**src/sv/cap_pkg.sv**
```systemverilog
package cap_pkg;

  localparam int IN_CW          = 10;
  localparam int IN_RW          = 6;
  localparam int BEAR_W         = 2;
  localparam int PT_W           = 12;
  localparam int RAD_CAP        = (2 ** IN_RW) - 1;
  localparam int STEP_CAP       = 46;
  localparam int STEP_W         = $clog2(STEP_CAP);
  localparam int QUEUE_DEPTH    = 2;
  localparam int MAX_RADIUS_DEF = 63;
  localparam int COORD_BITS_DEF = 10;

  typedef enum logic [BEAR_W-1:0] {
    BEAR_NORTH,
    BEAR_EAST,
    BEAR_SOUTH,
    BEAR_WEST
  } bearing_t;

  typedef enum logic {
    WALK_IDLE,
    WALK_RUN
  } walk_state_t;

  function automatic int coord_w(int cb);
    return (cb < IN_CW) ? cb : IN_CW;
  endfunction

  function automatic int rad_max(int mr);
    return (mr < RAD_CAP) ? mr : RAD_CAP;
  endfunction

  function automatic int rad_w(int mr);
    return $clog2(rad_max(mr) + 1);
  endfunction

  function automatic int cmd_w(int mr, int cb);
    return 2 * coord_w(cb) + rad_w(mr) + BEAR_W;
  endfunction

endpackage

```
**src/sv/cap_front.sv**
```systemverilog
module cap_front #(
  parameter int MAX_RADIUS = cap_pkg::MAX_RADIUS_DEF,
  parameter int COORD_BITS = cap_pkg::COORD_BITS_DEF
) (
  input  logic                                                 in_valid,
  output logic                                                 in_stall,
  input  logic [cap_pkg::IN_CW-1:0]                            center_x,
  input  logic [cap_pkg::IN_CW-1:0]                            center_y,
  input  logic [cap_pkg::IN_RW-1:0]                            radius,
  input  logic [cap_pkg::BEAR_W-1:0]                           bearing,
  output logic                                                 push_valid,
  input  logic                                                 push_stall,
  output logic [cap_pkg::cmd_w(MAX_RADIUS, COORD_BITS)-1:0]    push_data
);
  import cap_pkg::*;

  localparam int CW = coord_w(COORD_BITS);
  localparam int RW = rad_w(MAX_RADIUS);
  localparam logic [IN_RW-1:0] RMAX_V = IN_RW'(rad_max(MAX_RADIUS));

  logic [IN_RW-1:0] r_clamped;

  // clamp radius, wrap center into the coordinate range
  always_comb begin
    r_clamped  = (radius > RMAX_V) ? RMAX_V : radius;
    push_data  = {bearing, r_clamped[RW-1:0], center_y[CW-1:0], center_x[CW-1:0]};
    push_valid = in_valid;
    in_stall   = push_stall;
  end

endmodule

```
**src/sv/cap_queue.sv**
```systemverilog
module cap_queue #(
  parameter int W     = 8,
  parameter int DEPTH = 2
) (
  input  logic         clk,
  input  logic         rst,
  input  logic         push_valid,
  output logic         push_stall,
  input  logic [W-1:0] push_data,
  output logic         pop_valid,
  input  logic         pop_stall,
  output logic [W-1:0] pop_data
);

  localparam int AW = (DEPTH > 1) ? $clog2(DEPTH) : 1;
  localparam int NW = $clog2(DEPTH + 1);

  logic [W-1:0]  entries [DEPTH];
  logic [AW-1:0] wr_ptr;
  logic [AW-1:0] rd_ptr;
  logic [NW-1:0] count;
  logic [NW-1:0] count_next;
  logic          push;
  logic          pop;

  assign push_stall = (count == NW'(DEPTH));
  assign pop_valid  = (count != '0);
  assign pop_data   = entries[rd_ptr];
  assign push       = push_valid && !push_stall;
  assign pop        = pop_valid && !pop_stall;

  always_comb begin
    unique case ({push, pop})
      2'b10:   count_next = count + NW'(1);
      2'b01:   count_next = count - NW'(1);
      default: count_next = count;
    endcase
  end

  always_ff @(posedge clk) begin
    if (rst) begin
      wr_ptr <= '0;
      rd_ptr <= '0;
      count  <= '0;
    end else begin
      count <= count_next;
      if (push) begin
        wr_ptr <= (wr_ptr == AW'(DEPTH - 1)) ? '0 : wr_ptr + AW'(1);
      end
      if (pop) begin
        rd_ptr <= (rd_ptr == AW'(DEPTH - 1)) ? '0 : rd_ptr + AW'(1);
      end
    end
  end

  always_ff @(posedge clk) begin
    if (push) begin
      entries[wr_ptr] <= push_data;
    end
  end

endmodule

```
**src/sv/cap_back.sv**
```systemverilog
module cap_back #(
  parameter int MAX_RADIUS = cap_pkg::MAX_RADIUS_DEF,
  parameter int COORD_BITS = cap_pkg::COORD_BITS_DEF
) (
  input  logic                                              clk,
  input  logic                                              rst,
  input  logic                                              pop_valid,
  output logic                                              pop_stall,
  input  logic [cap_pkg::cmd_w(MAX_RADIUS, COORD_BITS)-1:0] pop_data,
  output logic                                              out_valid,
  input  logic                                              out_stall,
  output logic signed [cap_pkg::PT_W-1:0]                   p0_x,
  output logic signed [cap_pkg::PT_W-1:0]                   p0_y,
  output logic signed [cap_pkg::PT_W-1:0]                   p1_x,
  output logic signed [cap_pkg::PT_W-1:0]                   p1_y,
  output logic signed [cap_pkg::PT_W-1:0]                   p2_x,
  output logic signed [cap_pkg::PT_W-1:0]                   p2_y,
  output logic signed [cap_pkg::PT_W-1:0]                   p3_x,
  output logic signed [cap_pkg::PT_W-1:0]                   p3_y,
  output logic                                              last
);
  import cap_pkg::*;

  localparam int CW = coord_w(COORD_BITS);
  localparam int RW = rad_w(MAX_RADIUS);
  localparam int XW = RW + 2;
  localparam int DW = RW + 5;
  localparam int EW = DW + 2;

  walk_state_t             state;
  walk_state_t             state_next;
  logic [CW-1:0]           ax;
  logic [CW-1:0]           by;
  bearing_t                bear;
  logic signed [XW-1:0]    x;
  logic signed [XW-1:0]    y;
  logic signed [XW-1:0]    x_next;
  logic signed [XW-1:0]    y_next;
  logic signed [XW-1:0]    x_inc;
  logic signed [XW-1:0]    y_dec;
  logic signed [DW-1:0]    delta;
  logic signed [DW-1:0]    delta_next;
  logic signed [DW-1:0]    delta_init;
  logic signed [DW-1:0]    r_ext;
  logic signed [EW-1:0]    err;
  logic [STEP_W-1:0]       step;
  logic                    done;
  logic                    emit;
  logic                    load;
  logic                    out_valid_next;
  logic [CW-1:0]           cmd_cx;
  logic [CW-1:0]           cmd_cy;
  logic [RW-1:0]           cmd_r;
  bearing_t                cmd_b;
  logic signed [PT_W-1:0]  ae;
  logic signed [PT_W-1:0]  be;
  logic signed [PT_W-1:0]  xe;
  logic signed [PT_W-1:0]  ye;
  logic signed [PT_W-1:0]  pt [8];

  always_comb begin
    cmd_cx     = pop_data[CW-1:0];
    cmd_cy     = pop_data[2*CW-1:CW];
    cmd_r      = pop_data[2*CW+RW-1:2*CW];
    cmd_b      = bearing_t'(pop_data[2*CW+RW+BEAR_W-1:2*CW+RW]);
    r_ext      = DW'($signed({1'b0, cmd_r}));
    delta_init = DW'(1) - (r_ext <<< 1);
  end

  // one walk step
  always_comb begin
    err   = ((EW'(delta) + EW'(y)) <<< 1) - EW'(1);
    x_inc = x + XW'(1);
    y_dec = y - XW'(1);
    priority if (delta < 0 && err <= 0) begin
      x_next     = x_inc;
      y_next     = y;
      delta_next = delta + (DW'(x_inc) <<< 1) + DW'(1);
    end else if (delta > 0 && err > 0) begin
      x_next     = x;
      y_next     = y_dec;
      delta_next = delta - (DW'(y_dec) <<< 1) - DW'(1);
    end else begin
      x_next     = x_inc;
      y_next     = y_dec;
      delta_next = delta + (DW'(x_inc - y_dec) <<< 1);
    end
    done = (y_next < x_next) || (step == STEP_W'(STEP_CAP - 1));
  end

  // mirror the current point into the chosen half-plane
  always_comb begin
    ae = PT_W'({1'b0, ax});
    be = PT_W'({1'b0, by});
    xe = PT_W'(x);
    ye = PT_W'(y);
    unique case (bear)
      BEAR_NORTH: begin
        pt[0] = ae + xe; pt[1] = be + ye;
        pt[2] = ae - xe; pt[3] = be + ye;
        pt[4] = ae + ye; pt[5] = be + xe;
        pt[6] = ae - ye; pt[7] = be + xe;
      end
      BEAR_EAST: begin
        pt[0] = ae + xe; pt[1] = be + ye;
        pt[2] = ae + xe; pt[3] = be - ye;
        pt[4] = ae + ye; pt[5] = be + xe;
        pt[6] = ae + ye; pt[7] = be - xe;
      end
      BEAR_SOUTH: begin
        pt[0] = ae + xe; pt[1] = be - ye;
        pt[2] = ae - xe; pt[3] = be - ye;
        pt[4] = ae + ye; pt[5] = be - xe;
        pt[6] = ae - ye; pt[7] = be - xe;
      end
      BEAR_WEST: begin
        pt[0] = ae - xe; pt[1] = be + ye;
        pt[2] = ae - xe; pt[3] = be - ye;
        pt[4] = ae - ye; pt[5] = be + xe;
        pt[6] = ae - ye; pt[7] = be - xe;
      end
      default: begin
        pt[0] = ae; pt[1] = be;
        pt[2] = ae; pt[3] = be;
        pt[4] = ae; pt[5] = be;
        pt[6] = ae; pt[7] = be;
      end
    endcase
  end

  always_comb begin
    state_next = state;
    pop_stall  = 1'b1;
    load       = 1'b0;
    emit       = 1'b0;
    unique case (state)
      WALK_IDLE: begin
        pop_stall = 1'b0;
        if (pop_valid) begin
          load       = 1'b1;
          state_next = WALK_RUN;
        end
      end
      WALK_RUN: begin
        if (!out_valid || !out_stall) begin
          emit = 1'b1;
          if (done) begin
            state_next = WALK_IDLE;
          end
        end
      end
      default: state_next = WALK_IDLE;
    endcase
    out_valid_next = emit || (out_valid && out_stall);
  end

  always_ff @(posedge clk) begin
    if (rst) begin
      state     <= WALK_IDLE;
      out_valid <= 1'b0;
    end else begin
      state     <= state_next;
      out_valid <= out_valid_next;
    end
  end

  always_ff @(posedge clk) begin
    if (load) begin
      ax    <= cmd_cx;
      by    <= cmd_cy;
      bear  <= cmd_b;
      x     <= '0;
      y     <= XW'($signed({1'b0, cmd_r}));
      delta <= delta_init;
      step  <= '0;
    end else if (emit) begin
      x     <= x_next;
      y     <= y_next;
      delta <= delta_next;
      step  <= step + STEP_W'(1);
    end
    if (emit) begin
      p0_x <= pt[0];
      p0_y <= pt[1];
      p1_x <= pt[2];
      p1_y <= pt[3];
      p2_x <= pt[4];
      p2_y <= pt[5];
      p3_x <= pt[6];
      p3_y <= pt[7];
      last <= done;
    end
  end

  a_walk_order: assert property (@(posedge clk) disable iff (rst)
    (state == WALK_RUN) |-> (y >= x))
    else $error("walk running past the octant end");

  a_load_start: assert property (@(posedge clk) disable iff (rst)
    (state == WALK_IDLE && pop_valid) |=> (state == WALK_RUN && step == '0 && x == '0))
    else $error("walk did not start from a fresh command");

  a_done_idle: assert property (@(posedge clk) disable iff (rst)
    (emit && done) |=> (state == WALK_IDLE && out_valid && last))
    else $error("final step not flagged or walk not stopped");

  a_step_bound: assert property (@(posedge clk) disable iff (rst)
    (state == WALK_RUN) |-> (step < STEP_W'(STEP_CAP)))
    else $error("step count beyond cap");

endmodule

```
**src/sv/circle_arc_point_generator.sv**
```systemverilog
// Arc point generator: one command in, a burst of point results out.
// Input channel: in_valid/in_stall with center_x, center_y, radius and
// bearing. A command transfers when in_valid is high and in_stall is low.
// Output channel: out_valid/out_stall with four mirrored points per walk
// step and last set on the final step of each arc.
// The front part clamps the radius and wraps the center, then pushes the
// command into a two-entry queue; the back part pops one command at a time
// and runs the circle walk.
// The first result of a command passes the queue entry, the walk registers
// and the output registers, when the back part is free.
// Throughput: one result per cycle while the receiver takes them; a radius
// R arc gives about R/sqrt(2)+1 results (46 for R=63), plus a load step for
// the next command. The walk register loop in the back part sets it.
// Reset clears the queue, the walk state and out_valid.
// While out_stall is high the held result stays put, the walk pauses, and
// the queue keeps taking commands until it is full.
module circle_arc_point_generator #(
  parameter int MAX_RADIUS = cap_pkg::MAX_RADIUS_DEF,
  parameter int COORD_BITS = cap_pkg::COORD_BITS_DEF
) (
  input  logic                            clk,
  input  logic                            rst,
  input  logic                            in_valid,
  output logic                            in_stall,
  input  logic [cap_pkg::IN_CW-1:0]       center_x,
  input  logic [cap_pkg::IN_CW-1:0]       center_y,
  input  logic [cap_pkg::IN_RW-1:0]       radius,
  input  logic [cap_pkg::BEAR_W-1:0]      bearing,
  output logic                            out_valid,
  input  logic                            out_stall,
  output logic signed [cap_pkg::PT_W-1:0] p0_x,
  output logic signed [cap_pkg::PT_W-1:0] p0_y,
  output logic signed [cap_pkg::PT_W-1:0] p1_x,
  output logic signed [cap_pkg::PT_W-1:0] p1_y,
  output logic signed [cap_pkg::PT_W-1:0] p2_x,
  output logic signed [cap_pkg::PT_W-1:0] p2_y,
  output logic signed [cap_pkg::PT_W-1:0] p3_x,
  output logic signed [cap_pkg::PT_W-1:0] p3_y,
  output logic                            last
);
  import cap_pkg::*;

  localparam int CMD_W = cmd_w(MAX_RADIUS, COORD_BITS);

  logic             push_valid;
  logic             push_stall;
  logic [CMD_W-1:0] push_data;
  logic             pop_valid;
  logic             pop_stall;
  logic [CMD_W-1:0] pop_data;

  cap_front #(
    .MAX_RADIUS (MAX_RADIUS),
    .COORD_BITS (COORD_BITS)
  ) u_front (
    .in_valid   (in_valid),
    .in_stall   (in_stall),
    .center_x   (center_x),
    .center_y   (center_y),
    .radius     (radius),
    .bearing    (bearing),
    .push_valid (push_valid),
    .push_stall (push_stall),
    .push_data  (push_data)
  );

  cap_queue #(
    .W     (CMD_W),
    .DEPTH (QUEUE_DEPTH)
  ) u_queue (
    .clk        (clk),
    .rst        (rst),
    .push_valid (push_valid),
    .push_stall (push_stall),
    .push_data  (push_data),
    .pop_valid  (pop_valid),
    .pop_stall  (pop_stall),
    .pop_data   (pop_data)
  );

  cap_back #(
    .MAX_RADIUS (MAX_RADIUS),
    .COORD_BITS (COORD_BITS)
  ) u_back (
    .clk       (clk),
    .rst       (rst),
    .pop_valid (pop_valid),
    .pop_stall (pop_stall),
    .pop_data  (pop_data),
    .out_valid (out_valid),
    .out_stall (out_stall),
    .p0_x      (p0_x),
    .p0_y      (p0_y),
    .p1_x      (p1_x),
    .p1_y      (p1_y),
    .p2_x      (p2_x),
    .p2_y      (p2_y),
    .p3_x      (p3_x),
    .p3_y      (p3_y),
    .last      (last)
  );

endmodule

```
**config.mk**
```make
export PLATFORM = sky130hd
export DESIGN_NAME = circle_arc_point_generator
export DESIGN_NICKNAME = d
export VERILOG_FILES = /design/src/sv/cap_pkg.sv /design/src/sv/cap_front.sv /design/src/sv/cap_queue.sv /design/src/sv/cap_back.sv /design/src/sv/circle_arc_point_generator.sv
export SDC_FILE = /design/constraint.sdc
export NUM_CORES = 1
export LEC_CHECK = 0
export BUFFER_PORTS_ARGS = -buffer_cell sky130_fd_sc_hd__buf_2
export CAP_MARGIN = 25
export CORE_MARGIN = 4
export CORE_UTILIZATION = 30
export DETAILED_ROUTE_END_ITERATION = 7
export PLACE_DENSITY = 0.55
export SLEW_MARGIN = 20
export SYNTH_ARGS = -nofsm -noshare
export SYNTH_HDL_FRONTEND = slang
export SYNTH_SLANG_ARGS = --single-unit
```
**constraint.sdc**
```tcl
create_clock -name clk -period 7.1 [get_ports clk]
set_input_delay 1.42 -clock clk [delete_from_list [all_inputs] [get_ports clk]]
set_output_delay 1.42 -clock clk [all_outputs]
set_load 0.03 [all_outputs]
```
==> impl_metrics.toml <==
[outcome]
status = "finished clean"

[sta]
skew_ns = 0.01496
clock.fmax_ghz = 0.1986
timing_hold_violations_final = 0
slew_violations = 0
timing.final.crit_share_pct = 70.91
setup-tns-final_ns = 0
relSlewSlack_pct = 28.96
setup_viol = 0
rsz0062_at_grt = "false"
worst_pin_slew_ns = 1.058
period_needed_ns = 5.035

[cts]
hold_buffers = 0
post_cts_buffers = 0
ctsResizeCount = 0
cts.clk_slew.worst_paths_ns = 0.07
cts_buffers = 24
cts_tree = "built"
cts.sinks = 211
clock-root-buffer = "clkbuf_16"
cts_max_level = 1
insertion_delay_ns = 0.55
clockBufferDepth = 3

[hold_path]
min_path_type = "reg2reg"

[logic_synthesis]
ys_top_cells_by_count = "edfxtp_1 (188), ha_1 (147), xnor2_1 (127)"
ys_warn_count = 0
ys_seq_area_share_pct = 42.38
synthCells = 1389
synth_area_leaders = "edfxtp_1 (39%), ha_1 (13%), xnor2_1 (7.7%)"
ys_seq_elements = 211
mappedNetlistNets = 1581
async_flop_share_pct = 0
synth_top_area_share_pct = 39.18
ys.flop_type = "edfxtp_1"
synth_edf_count = 188
syn_area_um2 = 14410
netlist-cell-type-count = 66
synth.largest_area_cell = "edfxtp_1"
avgSynthCellArea_um2 = 10.37
yosysMostFrequentCell = "edfxtp_1"

[drt]
firstDrtPassIters = 5
drt_iter0_markers = 765
num_vias = 10690
drc = 0
wirelength_um = 38750
wire_per_inst_um = 18.11
ant_nets = 0
via_per_inst = 4.994

[floorplan]
ios = 131
die_area_um2 = 51600
core_um2 = 47650
rows = 80
start_util_pct = 30.24
die_w_um = 227.2
die_y_um = 227.2

[global_routing]
antenna_found_initial = 0
grt_use_total_pct = 14.53
grt_pass1_vias = 10280
grt_pass1_wl_um = 58930
grt_start_max_net_pins = 62
grt_overflow_total = 0

[critical_path]
critPathKind = "reg2reg"
critPathSlowestCell = "mux2_2"
worstPathCellList = "inv_1 -> fa_1 -> nor2b_1 -> o2111ai_1 -> nor4b_1 -> nor2_1 -> nor4_4 -> mux2_2 -> and2_1 -> xnor2_1 -> ha_1 -> o21a_1 -> o21ai_0 -> a21oi_1 -> o21ai_0 -> a31oi_1 -> a31oi_1 -> a211oi_1"
critPathMaxStageDelay_ns = 0.59
crit_required_ns = 7.50
cp-end-kind = "register"
cp.arrival_ns = 5.43
crit_fanout = 25
start_kind = "register"

[job]
drv_cap = 0

[layout]
diodes = 0
drive_above_1_share_pct = 15.54
synthToLayoutAreaGrowth_pct = 15.16
num-nets-final = 1699

[placed_design]
gp_congestion = 0.8795
portBuffers = 130
dp_hpwl_um = 29760
## layout by cell type (no fill, tap or decap), drive strengths merged, types with 5 or more instances in the layout
master,synthesis,routed
mux2,33,33
a21o,29,29
nor2,105,105
nand3,20,20
buf,14,143
xor2,23,23
ha,147,147
o21ai,83,83
dfxtp,23,23
a31oi,31,31
or3,8,8
nand2b,21,21
fa,13,13
edfxtp,188,188
a211oi,7,7
bufinv,0,5
a31o,7,7
nor4,7,7
nor2b,12,12
clkinv,1,10
nand2,89,89
xnor2,127,127
o21bai,21,21
a21oi,111,111
nor3,21,21
o21a,9,9
o31ai,5,5
inv,88,90
mux2i,38,38
o22ai,7,7
clkbuf,38,26
## kinds of logic after synthesis
| family | Yosys count | synth area share (%) |
|---|---|---|
| and+or+nand+nor | 312 | 10.09 |
| xor gates and xnor gates | 150 | 9.118 |
| adders and majority gates | 160 | 14.57 |
| muxes | 71 | 5.297 |
| DFF | 211 | 42.38 |
| buffers and inverters | 141 | 3.925 |
| AOI/OAI and AO/OA | 344 | 14.62 |
## sequential cells by signal, indices dropped and copies added (netlist names), named ones only
register	count
u_queue.entries	56
u_back.p1_x	12
u_back.p1_y	12
u_back.p3_x	12
u_back.p3_y	12
u_back.delta	11
u_back.p0_x	11
u_back.p0_y	11
u_back.p2_x	11
u_back.p2_y	11
u_back.ax	10
u_back.by	10
u_back.x	8
u_back.y	8
u_back.step	6
u_back.bear	2
u_queue.count	2
u_back.last	1
u_back.out_valid	1
u_back.state	1
u_queue.rd_ptr	1
u_queue.wr_ptr	1
## area by class of cell
class | count | area [um2]
fill | 4782 | 31050
multi-input combinational | 1037 | 7742
sequential | 211 | 6106
tap | 615 | 769.5
timing repair buffer | 144 | 767.0
clock buffer | 25 | 604.3
inverter | 89 | 336.6
clock inverter | 19 | 267.8
## worst paths after layout
path	to	startpoint	slack, ns	cells after the start
setup / recovery	u_back.state	u_back.y[1]	2.07	18
hold reg to reg	u_back.step[5]	u_back.step[5]	0.52	2
setup reg to reg	u_back.state	u_back.y[1]	2.07	18
hold / removal	u_back.step[5]	u_back.step[5]	0.52	2
## metal layers
layer	GRT usage, %	up-vias	share of wire [%]
li1	-	5232	-
met1	21.62	5097	48
met5	0	-	0
met2	22.51	312	44
met3	2.321	46	6.0
met4	2.850	0	2.0
## metrics by stage
stage / area (um2) / worst slack [ns] / hold WS [ns] / std cells / utilization, %
after floorplan: 14410 / 2.146 / 0.4707 / 1389 / -
after global placement: 15690 / 2.160 / 0.4953 / 2093 / 32.93
after detailed placement: 15690 / 2.145 / 0.4963 / 2093 / 32.93
after CTS: 16560 / 2.087 / 0.5152 / 2137 / 34.76
after global routing: 16590 / 1.662 / 0.5444 / 2140 / 34.83
final: 16590 / 2.065 / 0.5152 / 2140 / 34.83
## critical path: cells and delay by family (launching register included)
kind                     cells  cell delay, ns
AND/OR/NAND/NOR              5            1.34
XOR/XNOR                     1            0.13
AO/OA/AOI/OAI                8            1.30
adder cells (fa/ha/maj)      2            0.63
multiplexers                 1            0.59
buffers and inverters        1            0.35
flip-flops                   1            0.53
Power is not shown: default switching activity piles up to over one toggle a cycle in this logic, so the estimate is an artifact.
